**src/hw/rtl/sacl_pkg.sv**
```systemverilog
package sacl_pkg;

   // Fixed widths of the channel words.
   localparam int ADDR_IN_W   = 32;
   localparam int CNT_W       = 32;
   localparam int WAY_OUT_W   = 2;
   localparam int OFFSET_BITS = 2;

   // Access kinds carried in the op field.
   localparam logic OP_READ  = 1'b0;
   localparam logic OP_WRITE = 1'b1;

   typedef enum logic [1:0] {
      ST_IDLE,
      ST_LOOKUP,
      ST_SCAN,
      ST_FINISH
   } state_type;

   // Outcome of the parallel way compare over one set.
   typedef struct packed {
      logic hit;
      logic free_found;
   } lookup_status_type;

endpackage

```
**src/hw/rtl/sacl_channels.sv**
```systemverilog
interface sacl_req_if;
   logic                           valid;
   logic                           ready;
   logic                           op;
   logic [sacl_pkg::ADDR_IN_W-1:0] byte_address;

   modport source (output valid, output op, output byte_address, input ready);
   modport sink   (input valid, input op, input byte_address, output ready);
endinterface

interface sacl_rsp_if;
   logic                           valid;
   logic                           ready;
   logic                           hit;
   logic [sacl_pkg::WAY_OUT_W-1:0] way_used;
   logic [sacl_pkg::CNT_W-1:0]     hit_total;
   logic [sacl_pkg::CNT_W-1:0]     miss_total;
   logic [sacl_pkg::CNT_W-1:0]     read_total;
   logic [sacl_pkg::CNT_W-1:0]     write_total;

   modport source (output valid, output hit, output way_used, output hit_total,
                   output miss_total, output read_total, output write_total,
                   input ready);
   modport sink   (input valid, input hit, input way_used, input hit_total,
                   input miss_total, input read_total, input write_total,
                   output ready);
endinterface

```
**src/hw/rtl/set_assoc_cache_lru_tracker_top.sv**
```systemverilog
// Channel   Dir  Words carried
// --------  ---  ---------------------------------------------------------
// req_chan  in   op, byte_address
// rsp_chan  out  hit, way_used, hit_total, miss_total, read_total, write_total
//
// An access runs accept with set read, lookup and write-back when it hits or
// finds an empty way, plus a scan when every way is valid and the oldest way
// is found one way per cycle. The set memory has one port. Reset clears a
// per-set live flag, the state, the counters and the output valid; an unwritten
// set reads as empty, so there is no clearing pass. The write-back waits while
// the output register holds a word that has not been taken.
module set_assoc_cache_lru_tracker_top #(
   parameter int SETS       = 16,
   parameter int WAYS       = 4,
   parameter int ADDR_WIDTH = 32,
   parameter int AGE_WIDTH  = 16
) (
   input logic        clock,
   input logic        reset,
   sacl_req_if.sink   req_chan,
   sacl_rsp_if.source rsp_chan
);

   localparam int IDX_BITS = $clog2(SETS);
   localparam int TAG_LSB  = sacl_pkg::OFFSET_BITS + IDX_BITS;
   localparam int TAG_W    = ADDR_WIDTH - TAG_LSB;
   localparam int ENT_W    = 1 + TAG_W + AGE_WIDTH;
   localparam int ROW_W    = WAYS * ENT_W;
   localparam int WAY_BITS = (WAYS > 1) ? $clog2(WAYS) : 1;
   localparam logic [IDX_BITS:0]   SETS_EXT = (IDX_BITS + 1)'(SETS);
   localparam logic [WAY_BITS-1:0] LAST_WAY = WAY_BITS'(WAYS - 1);
   localparam int CW = sacl_pkg::CNT_W;

   logic [ROW_W-1:0] mem [SETS];

   sacl_pkg::state_type state_ff, state_in;
   logic                op_ff, op_in;
   logic [TAG_W-1:0]    tag_ff, tag_in;
   logic [IDX_BITS-1:0] set_ff, set_in;
   logic [ROW_W-1:0]    row_rd_ff;
   logic [ROW_W-1:0]    row_ff, row_in;
   logic                hit_ff, hit_in;
   logic [WAY_BITS-1:0] way_ff, way_in;
   logic [WAY_BITS-1:0] scan_ff, scan_in;
   logic [SETS-1:0]     live_ff, live_in;
   logic [CW-1:0]       hit_cnt_ff, hit_cnt_in;
   logic [CW-1:0]       miss_cnt_ff, miss_cnt_in;
   logic [CW-1:0]       read_cnt_ff, read_cnt_in;
   logic [CW-1:0]       write_cnt_ff, write_cnt_in;
   logic                rsp_valid_ff, rsp_valid_in;
   logic                rsp_hit_ff, rsp_hit_in;
   logic [sacl_pkg::WAY_OUT_W-1:0] rsp_way_ff, rsp_way_in;

   logic [ADDR_WIDTH-1:0] req_addr;
   logic [IDX_BITS-1:0]   req_idx;
   logic [IDX_BITS-1:0]   req_set;
   logic                  mem_rd_en;
   logic                  mem_wr_en;
   logic [ROW_W-1:0]      wr_row;
   logic                  out_free;
   logic [AGE_WIDTH-1:0]  age_of [WAYS];

   logic [ROW_W-1:0]            row_aged;
   sacl_pkg::lookup_status_type lk_status;
   logic [WAY_BITS-1:0]         lk_match_way;
   logic [WAY_BITS-1:0]         lk_free_way;

   sacl_way_lookup #(
      .WAYS      (WAYS),
      .TAG_W     (TAG_W),
      .AGE_WIDTH (AGE_WIDTH)
   ) u_lookup (
      .row_live  (live_ff[set_ff]),
      .row_rd    (row_rd_ff),
      .tag       (tag_ff),
      .row_aged  (row_aged),
      .status    (lk_status),
      .match_way (lk_match_way),
      .free_way  (lk_free_way)
   );

   // The index field is below twice the set count, so one subtract reduces it.
   assign req_addr = ADDR_WIDTH'(req_chan.byte_address);
   assign req_idx  = req_addr[sacl_pkg::OFFSET_BITS +: IDX_BITS];
   assign req_set  = ({1'b0, req_idx} >= SETS_EXT) ? req_idx - SETS_EXT[IDX_BITS-1:0]
                                                   : req_idx;

   assign out_free = !rsp_valid_ff || rsp_chan.ready;

   always_comb begin
      for (int w = 0; w < WAYS; w++) begin
         age_of[w] = row_ff[w*ENT_W +: AGE_WIDTH];
      end
   end

   // On a miss the chosen way takes the new tag with age zero.
   always_comb begin
      wr_row = row_ff;
      for (int w = 0; w < WAYS; w++) begin
         if (!hit_ff && way_ff == WAY_BITS'(w)) begin
            wr_row[w*ENT_W +: ENT_W] = {1'b1, tag_ff, {AGE_WIDTH{1'b0}}};
         end
      end
   end

   always_comb begin
      state_in     = state_ff;
      op_in        = op_ff;
      tag_in       = tag_ff;
      set_in       = set_ff;
      row_in       = row_ff;
      hit_in       = hit_ff;
      way_in       = way_ff;
      scan_in      = scan_ff;
      live_in      = live_ff;
      hit_cnt_in   = hit_cnt_ff;
      miss_cnt_in  = miss_cnt_ff;
      read_cnt_in  = read_cnt_ff;
      write_cnt_in = write_cnt_ff;
      rsp_valid_in = rsp_valid_ff && !rsp_chan.ready;
      rsp_hit_in   = rsp_hit_ff;
      rsp_way_in   = rsp_way_ff;
      mem_rd_en    = 1'b0;
      mem_wr_en    = 1'b0;
      req_chan.ready = 1'b0;

      unique case (state_ff)
         sacl_pkg::ST_IDLE: begin
            req_chan.ready = 1'b1;
            if (req_chan.valid) begin
               op_in     = req_chan.op;
               tag_in    = req_addr[ADDR_WIDTH-1:TAG_LSB];
               set_in    = req_set;
               mem_rd_en = 1'b1;
               state_in  = sacl_pkg::ST_LOOKUP;
            end
         end
         sacl_pkg::ST_LOOKUP: begin
            row_in  = row_aged;
            hit_in  = lk_status.hit;
            scan_in = WAY_BITS'(1);
            priority if (lk_status.hit) begin
               way_in   = lk_match_way;
               state_in = sacl_pkg::ST_FINISH;
            end else if (lk_status.free_found) begin
               way_in   = lk_free_way;
               state_in = sacl_pkg::ST_FINISH;
            end else begin
               way_in   = '0;
               state_in = (WAYS > 1) ? sacl_pkg::ST_SCAN : sacl_pkg::ST_FINISH;
            end
         end
         sacl_pkg::ST_SCAN: begin
            // Oldest way wins; a later way of equal age takes over.
            if (age_of[scan_ff] >= age_of[way_ff]) begin
               way_in = scan_ff;
            end
            scan_in = scan_ff + 1'b1;
            if (scan_ff == LAST_WAY) begin
               state_in = sacl_pkg::ST_FINISH;
            end
         end
         sacl_pkg::ST_FINISH: begin
            if (out_free) begin
               mem_wr_en        = 1'b1;
               live_in[set_ff]  = 1'b1;
               hit_cnt_in       = hit_cnt_ff + CW'(hit_ff);
               miss_cnt_in      = miss_cnt_ff + CW'(!hit_ff);
               read_cnt_in      = read_cnt_ff + CW'(op_ff == sacl_pkg::OP_READ);
               write_cnt_in     = write_cnt_ff + CW'(op_ff == sacl_pkg::OP_WRITE);
               rsp_valid_in     = 1'b1;
               rsp_hit_in       = hit_ff;
               rsp_way_in       = sacl_pkg::WAY_OUT_W'(way_ff);
               state_in         = sacl_pkg::ST_IDLE;
            end
         end
         default: begin
            state_in = sacl_pkg::ST_IDLE;
         end
      endcase
   end

   always_ff @(posedge clock) begin
      if (mem_wr_en) begin
         mem[set_ff] <= wr_row;
      end
      if (mem_rd_en) begin
         row_rd_ff <= mem[req_set];
      end
   end

   always_ff @(posedge clock) begin
      if (reset) begin
         state_ff     <= sacl_pkg::ST_IDLE;
         live_ff      <= '0;
         hit_cnt_ff   <= '0;
         miss_cnt_ff  <= '0;
         read_cnt_ff  <= '0;
         write_cnt_ff <= '0;
         rsp_valid_ff <= 1'b0;
      end else begin
         state_ff     <= state_in;
         live_ff      <= live_in;
         hit_cnt_ff   <= hit_cnt_in;
         miss_cnt_ff  <= miss_cnt_in;
         read_cnt_ff  <= read_cnt_in;
         write_cnt_ff <= write_cnt_in;
         rsp_valid_ff <= rsp_valid_in;
      end
   end

   always_ff @(posedge clock) begin
      op_ff      <= op_in;
      tag_ff     <= tag_in;
      set_ff     <= set_in;
      row_ff     <= row_in;
      hit_ff     <= hit_in;
      way_ff     <= way_in;
      scan_ff    <= scan_in;
      rsp_hit_ff <= rsp_hit_in;
      rsp_way_ff <= rsp_way_in;
   end

   // The totals are read from the counters, which change only when a new word loads.
   assign rsp_chan.valid       = rsp_valid_ff;
   assign rsp_chan.hit         = rsp_hit_ff;
   assign rsp_chan.way_used    = rsp_way_ff;
   assign rsp_chan.hit_total   = hit_cnt_ff;
   assign rsp_chan.miss_total  = miss_cnt_ff;
   assign rsp_chan.read_total  = read_cnt_ff;
   assign rsp_chan.write_total = write_cnt_ff;

endmodule

```
**src/hw/rtl/sacl_way_lookup.sv**
```systemverilog
module sacl_way_lookup #(
   parameter int WAYS      = 4,
   parameter int TAG_W     = 26,
   parameter int AGE_WIDTH = 16,
   localparam int ENT_W    = 1 + TAG_W + AGE_WIDTH,
   localparam int WAY_BITS = (WAYS > 1) ? $clog2(WAYS) : 1
) (
   input  logic                          row_live,
   input  logic [WAYS*ENT_W-1:0]         row_rd,
   input  logic [TAG_W-1:0]              tag,
   output logic [WAYS*ENT_W-1:0]         row_aged,
   output sacl_pkg::lookup_status_type   status,
   output logic [WAY_BITS-1:0]           match_way,
   output logic [WAY_BITS-1:0]           free_way
);

   localparam logic [AGE_WIDTH-1:0] AGE_MAX = {AGE_WIDTH{1'b1}};

   always_comb begin
      logic                 v;
      logic [TAG_W-1:0]     t;
      logic [AGE_WIDTH-1:0] a;
      row_aged  = '0;
      status    = '0;
      match_way = '0;
      free_way  = '0;
      for (int w = 0; w < WAYS; w++) begin
         // A set never written since reset reads as all ways empty.
         v = row_live & row_rd[w*ENT_W + ENT_W - 1];
         t = row_live ? row_rd[w*ENT_W + AGE_WIDTH +: TAG_W] : '0;
         a = row_live ? row_rd[w*ENT_W +: AGE_WIDTH] : '0;
         if (v) begin
            if (a != AGE_MAX) begin
               a = a + 1'b1;
            end
            if (t == tag) begin
               a          = '0;
               status.hit = 1'b1;
               match_way  = WAY_BITS'(w);
            end
         end else if (!status.free_found) begin
            status.free_found = 1'b1;
            free_way          = WAY_BITS'(w);
         end
         row_aged[w*ENT_W +: ENT_W] = {v, t, a};
      end
   end

endmodule

```
**src/flat_wrapper.sv**
```systemverilog
// flat-port wrapper written by rule: the top's interface ports become plain ports
module set_assoc_cache_lru_tracker_top_flat 
#(
   parameter int SETS       = 16,
   parameter int WAYS       = 4,
   parameter int ADDR_WIDTH = 32,
   parameter int AGE_WIDTH  = 16
)
  (clock, reset, req_chan_valid, req_chan_op, req_chan_byte_address, req_chan_ready, rsp_chan_valid, rsp_chan_hit, rsp_chan_way_used, rsp_chan_hit_total, rsp_chan_miss_total, rsp_chan_read_total, rsp_chan_write_total, rsp_chan_ready);
  sacl_req_if req_chan_i ();
  sacl_rsp_if rsp_chan_i ();
  input logic clock;
  input logic reset;
  input wire logic [$bits(req_chan_i.valid)-1:0] req_chan_valid;
  input wire logic [$bits(req_chan_i.op)-1:0] req_chan_op;
  input wire logic [$bits(req_chan_i.byte_address)-1:0] req_chan_byte_address;
  output wire logic [$bits(req_chan_i.ready)-1:0] req_chan_ready;
  output wire logic [$bits(rsp_chan_i.valid)-1:0] rsp_chan_valid;
  output wire logic [$bits(rsp_chan_i.hit)-1:0] rsp_chan_hit;
  output wire logic [$bits(rsp_chan_i.way_used)-1:0] rsp_chan_way_used;
  output wire logic [$bits(rsp_chan_i.hit_total)-1:0] rsp_chan_hit_total;
  output wire logic [$bits(rsp_chan_i.miss_total)-1:0] rsp_chan_miss_total;
  output wire logic [$bits(rsp_chan_i.read_total)-1:0] rsp_chan_read_total;
  output wire logic [$bits(rsp_chan_i.write_total)-1:0] rsp_chan_write_total;
  input wire logic [$bits(rsp_chan_i.ready)-1:0] rsp_chan_ready;
  assign req_chan_i.valid = req_chan_valid;
  assign req_chan_i.op = req_chan_op;
  assign req_chan_i.byte_address = req_chan_byte_address;
  assign req_chan_ready = req_chan_i.ready;
  assign rsp_chan_valid = rsp_chan_i.valid;
  assign rsp_chan_hit = rsp_chan_i.hit;
  assign rsp_chan_way_used = rsp_chan_i.way_used;
  assign rsp_chan_hit_total = rsp_chan_i.hit_total;
  assign rsp_chan_miss_total = rsp_chan_i.miss_total;
  assign rsp_chan_read_total = rsp_chan_i.read_total;
  assign rsp_chan_write_total = rsp_chan_i.write_total;
  assign rsp_chan_i.ready = rsp_chan_ready;
  set_assoc_cache_lru_tracker_top #(.SETS(SETS), .WAYS(WAYS), .ADDR_WIDTH(ADDR_WIDTH), .AGE_WIDTH(AGE_WIDTH)) u_core (.clock(clock), .reset(reset), .req_chan(req_chan_i), .rsp_chan(rsp_chan_i));
endmodule
```
**config.mk**
```make
export PLATFORM = sky130hd
export DESIGN_NAME = set_assoc_cache_lru_tracker_top_flat
export DESIGN_NICKNAME = d
export VERILOG_FILES = /design/src/hw/rtl/sacl_pkg.sv /design/src/hw/rtl/sacl_channels.sv /design/src/hw/rtl/set_assoc_cache_lru_tracker_top.sv /design/src/hw/rtl/sacl_way_lookup.sv /design/src/flat_wrapper.sv
export SDC_FILE = /design/constraint.sdc
export NUM_CORES = 2
export LEC_CHECK = 0
export ABC_AREA = 0
export BUFFER_PORTS_ARGS = -buffer_cell sky130_fd_sc_hd__buf_4
export CAP_MARGIN = 20
export CORE_MARGIN = 5
export CORE_UTILIZATION = 60
export CTS_CLUSTER_DIAMETER = 30
export DETAILED_ROUTE_END_ITERATION = 10
export GPL_TIMING_DRIVEN = 0
export HOLD_SLACK_MARGIN = 0.1
export PLACE_DENSITY = 0.72
export SLEW_MARGIN = 20
export SYNTH_ARGS = -nofsm -noshare
export SYNTH_HDL_FRONTEND = slang
export SYNTH_SLANG_ARGS = --single-unit
```
**constraint.sdc**
```tcl
create_clock -name clock -period 45.1 [get_ports clock]
set_input_delay 11.275 -clock clock [delete_from_list [all_inputs] [get_ports clock]]
set_output_delay 11.275 -clock clock [all_outputs]
set_load 0.03 [all_outputs]
```
# After elaboration in Yosys (flattened, before gate mapping)
# Memories as Yosys holds them, arrays and structs flattened. A register that Yosys moved wholly into a read port is not among the register bits.
# Cells that the tools add are included.
# op_classes
bitwise_logic	8
eq_ne	19
n_lt_le_gt_ge	5
muxes	78
reduce_logical	17
n_addsub	9
# ops
op	count
16-bit two-way mux	20
43-bit two-way mux	4
32-bit by 1-bit adder with 32-bit output	4
26-bit == test	4
26-bit two-way mux	4
16-bit by 1-bit adder with 16-bit output, second input constant	4
16-bit binary-select mux with 2-bit select	2
16-bit != test, second input constant	4
2-bit two-way mux	15
1-bit two-way mux	28
16-bit >= comparator	1
16-bit OR	1
2-bit == test, second input constant	5
2-bit case mux with 2 select lines	2
2-bit case mux with 4 select lines	1
3-bit >= comparator, second input constant	2
1-bit logical AND	6
2-bit by 1-bit != test with 1-bit output, second input constant	3
2-bit NOT with 3-bit output	2
2-bit AND reduction	3
4-bit by 5-bit less-than comparator with 1-bit output, second input constant	1
1-bit bitwise AND	4
1-bit binary-select mux with 4-bit select	1
1-bit demux with 4-bit select	1
10 further kinds	14
# word_totals
wordCells	153
memories	1
output_inout_bits	133
regBits	358
mem_bits_rw	2752
# mem_list
name	depth	word_bits	rd	rd_ports_with_merged_regs	write_ports	line	text
u_core.mem	16	172	1	1	1	set_assoc_cache_lru_tracker_top.sv:34	logic [ROW_W-1:0] mem [SETS];

# Logic depth before layout (Yosys ltp)
# depth
depth_word	14
ltp_mapped	23

# Modules after synthesis
# From an unflattened synthesis, not the netlist that was laid out.
# hier_totals
cells_unflattened	6498
hier_area_um2	130461.4
# modules_own_cells
mod	seq_area_each_um2	instances	cells_each	area_per_inst_um2
set_assoc_cache_lru_tracker_top	97083.1	1	5541	124662.1
sacl_way_lookup	0.0	1	957	5799.3

# Worst setup path after synthesis
# Ideal clock, no wire load.
# synth_timing
kind	in2reg
start	input port rsp_chan_ready
end	memory u_core.mem[0][0] (netlist name), enable pin
t_required_ns	43.911
slack_ns	14.721
stages	3
arrival_ns	29.190
path_cell_list	nand2b_1 nand2_1 nor4b_1
# synth_via
elab_chain_len	5
# synth_lines
item	line	text
start: declaration	flat_wrapper.sv:25	input wire logic [$bits(rsp_chan_i.ready)-1:0] rsp_chan_ready;
1-bit logical OR	set_assoc_cache_lru_tracker_top.sv:88	assign out_free = !rsp_valid_ff || rsp_chan.ready;
1-bit two-way mux	set_assoc_cache_lru_tracker_top.sv:164	if (out_free) begin
1-bit two-way mux	set_assoc_cache_lru_tracker_top.sv:127	unique case (state_ff)
1-bit two-way mux	set_assoc_cache_lru_tracker_top.sv:184	if (mem_wr_en) begin
1-bit two-way mux (implied by the code)	set_assoc_cache_lru_tracker_top.sv:185	mem[set_ff] <= wr_row;
end: declaration	set_assoc_cache_lru_tracker_top.sv:34	
# No other way between the ends.

==> flow_summary.ini <==
[power_and_ir_drop]
total_leakage_power_nw = 53.57
cellPowerDensity_nw_per_um2 = 60.60
worst_ir_drop_on_vdd_mv = 0.05058

[clocking]
cts_setup_buffers = 0
cts_hold_buffers = 0
ctsRootBufferMaster = sky130_fd_sc_hd__clkbuf_16
clock_sinks = 3282
path_clk_slew_ns = 0.05
post_cts_resized = 0
clock_path_buffers = 4
clk-insertion-delay-late_ns = 0.99
cts.htree.levels = 6
tritoncts_clock_tree = built
cts_buffers = 571

[final_layout]
final-instance-count-excl-fill = 10810
num-nets-final = 7576
most_used_cells_in_the_layout_excluding_fill_and_tap_cells = sky130_fd_sc_hd__edfxtp_1, sky130_fd_sc_hd__mux4_2, sky130_fd_sc_hd__clkbuf_16
drive_gt1_frac = 0.3379
finish.instance_area_sq_um = 159600
layout.cells.most_common = sky130_fd_sc_hd__edfxtp_1
layout-area-overhead-vs-synth_pct = 22.74

[drt]
post_drt_wl_per_cell_um = 37.31
viasPerCell = 6.961
dr.first_iter.drc_count = 11880
finalWirelength_mm = 403.2
detailroute.via_count = 75220
drt_drc = 0
postRouteAntennaNets = 0
router_iterations_before_antenna_repair = 8

[grt]
initial_antenna_violation_count = 20
globalRouteOverflowTotal = 0
wire_length_of_the_first_global_routing_pass_mm = 565.8
grtUsageTotal = 0.3590
maximum_number_of_pins_on_one_net_before_global_route_repair = 46
number_of_global_route_vias_before_repair = 75220

[flow_run]
drv.max_cap_violation_count = 0

[yosys]
synth.net_count = 6413
synth.yosys.seq_area_share = 0.7466
synth.distinct_cells = 91
avgSynthCellArea_sq_um = 20.50
synth-edff-count = 3135
synth_instances = 6343
yosys_warnings = 0
synth_top_flop_cell = sky130_fd_sc_hd__edfxtp_1
ys_seq_elements = 3282
syn-cell-area_sq_um = 130000
postSynth.asyncResetShare = 0

[critical_path]
critical_path_class = primary input to register
worstSetupEndpointType = register
critical_path_startpoint_category = primary input
cp_data_arrival_time_ns = 15.94
crit_required_ns = 45.73
path_max_fanout = 10

[floorplan]
placeableCoreArea_sq_um = 215000
floorplan.rows = 170
io_pins = 170
initial_core_util = 0.6047
floorplan.die.width_um = 475.5
die-height_um = 475.5
floorplan.die_area_sq_um = 226100

[sta]
slew_viol_final = 0
final-hold-violation-count = 0
layout_worst_path_cycle_share = 0.3394
maxSlewHeadroom = 0.1132
skew_ns = 0.07952
rsz0062_at_grt = no
post-route-worst-setup-slack_ns = 29.79
setup_viol = 0
fin_crit_ns = 15.31
timing.fmax_ghz = 0.06533
tightestPinTransition_ns = 1.330
fin_worst_hold_slack_ns = 0.4784

[place]
numPortBuffers = 167
gpl.final_weighted_congestion = 0.9718
dp_worst_setup_slack_ns = 28.45
post_dp_cell_area_sq_um = 140000
detailed_place_hpwl_mm = 253.4
placedCellCount = 9764

[run_status]
run_status = completed

[hold_path]
min_path_type = register to register
[area by class of cell]
| class | instances | area [sq um] |
|---|---|---|
| sequential | 3282 | 97080 |
| fill | 11580 | 55430 |
| clock buffer | 646 | 14960 |
| timing repair buffer | 590 | 6236 |
| antenna | 21 | 52.55 |
| inverter | 66 | 247.7 |
| clock inverter | 368 | 4447 |
| tap | 2838 | 3551 |
| buffer | 352 | 1560 |
| multi-input combinational | 2643 | 31470 |
[layer usage]
layer / vias up / track usage / part of all wire
li1: 28810 / - / -
met2: 6401 / 0.5517 / 0.47
met1: 38830 / 0.4784 / 0.35
met4: 4 / 0.1780 / 0.055
met3: 1178 / 0.1048 / 0.13
met5: - / 0 / 0.000079
[metrics by stage]
| step | total power (W) | TNS (ns) | util |
|---|---|---|---|
| 6_report | 0.009673 | 0 | 0.7422 |
| 3_5_place_dp | 0.005262 | 0 | 0.6509 |
| 4_1_cts | 0.009633 | 0 | 0.7412 |
| 3_3_place_gp | 0.005240 | -6192.65 | 0.6271 |
| 2_1_floorplan | 0.004719 | 0 | - |
| 5_1_grt | 0.009896 | 0 | 0.7420 |
[path summary, 6_finish.rpt]
| kind | startpoint | endpoint | slack [ns] | cells after the start |
|---|---|---|---|---|
| worst max-delay path | req_chan_byte_address[3] | u_core.row_rd_ff[117] | 29.79 | 10 |
| worst min-delay path | u_core.live_ff[13] | u_core.live_ff[13] | 0.48 | 2 |
| worst max register to register | u_core.set_ff[2] | u_core.row_ff[142] | 36.90 | 22 |
| worst min register to register | u_core.live_ff[13] | u_core.live_ff[13] | 0.48 | 2 |
[power breakdown]
part | internal [W] | leakage, nW | switching, W
combinational | 0.000347 | 14.5 | 0.000897
clock | 0.00287 | 9.37 | 0.00151
sequential | 0.00389 | 29.7 | 0.000155
[cell families (layout without fill, tap and decap cells)]
kind of cell	Yosys count	after routing	share of synthesized area
DFF	3282	3282	0.7466
and+or+nand+nor	1051	1051	0.04242
muxes	997	997	0.1625
buffers and inverters	418	2022	0.01284
AOI/OAI and AO/OA	414	414	0.02257
xor gates and xnor gates	148	148	0.009968
adders and majority gates	33	33	0.003175
other	0	21	0
[worst max-delay path: stages]
cell and delay [ns]:
sky130_fd_sc_hd__buf_4 0.19, sky130_fd_sc_hd__clkbuf_1 0.28, sky130_fd_sc_hd__clkbuf_2 0.50, sky130_fd_sc_hd__buf_16 0.23, sky130_fd_sc_hd__clkbuf_2 0.51, sky130_fd_sc_hd__clkbuf_1 0.70, sky130_fd_sc_hd__buf_1 0.61, sky130_fd_sc_hd__buf_1 0.69
sky130_fd_sc_hd__a211oi_1 0.16, sky130_fd_sc_hd__a21oi_1 0.75
[state kept, by name (all words and copies together) (netlist names)]
signal and count:
u_core.rsp_chan.way_used 2, u_core.way_ff 2, u_core.op_ff 1, u_core.tag_ff 26, u_core.live_ff 16, u_core.rsp_chan.hit_total 32, u_core.rsp_chan.read_total 32, u_core.rsp_chan.valid 1
u_core.hit_ff 1, u_core.mem 2752, u_core.rsp_chan.write_total 32, u_core.row_rd_ff 172, u_core.scan_ff 2, u_core.row_ff 172, u_core.state_ff 2, u_core.rsp_chan.miss_total 32
u_core.rsp_chan.hit 1, u_core.set_ff 4
[cells in the mapped netlist (25+ instances only)]
library cell / n / share of area
sky130_fd_sc_hd__a211oi_1: 27 / 0.0016
sky130_fd_sc_hd__a21oi_1: 95 / 0.0037
sky130_fd_sc_hd__and2_1: 121 / 0.0058
sky130_fd_sc_hd__and3_1: 37 / 0.0018
sky130_fd_sc_hd__buf_1: 65 / 0.0019
sky130_fd_sc_hd__clkbuf_1: 254 / 0.0073
sky130_fd_sc_hd__dfxtp_1: 147 / 0.023
sky130_fd_sc_hd__edfxtp_1: 3135 / 0.72
sky130_fd_sc_hd__ha_1: 33 / 0.0032
sky130_fd_sc_hd__inv_1: 65 / 0.0019
sky130_fd_sc_hd__mux2_2: 95 / 0.0082
sky130_fd_sc_hd__mux4_2: 881 / 0.15
sky130_fd_sc_hd__nand2_1: 212 / 0.0061
sky130_fd_sc_hd__nand2b_1: 35 / 0.0017
sky130_fd_sc_hd__nand3_1: 99 / 0.0038
sky130_fd_sc_hd__nand4_1: 58 / 0.0028
sky130_fd_sc_hd__nor2_1: 221 / 0.0064
sky130_fd_sc_hd__nor2b_1: 100 / 0.0048
sky130_fd_sc_hd__nor3_1: 35 / 0.0013
sky130_fd_sc_hd__nor4_1: 25 / 0.0012
sky130_fd_sc_hd__o2111ai_1: 27 / 0.0018
sky130_fd_sc_hd__o21ai_0: 80 / 0.0031
sky130_fd_sc_hd__xnor2_1: 63 / 0.0042
sky130_fd_sc_hd__xor2_1: 85 / 0.0057
(Power assumes the default switching activity.)
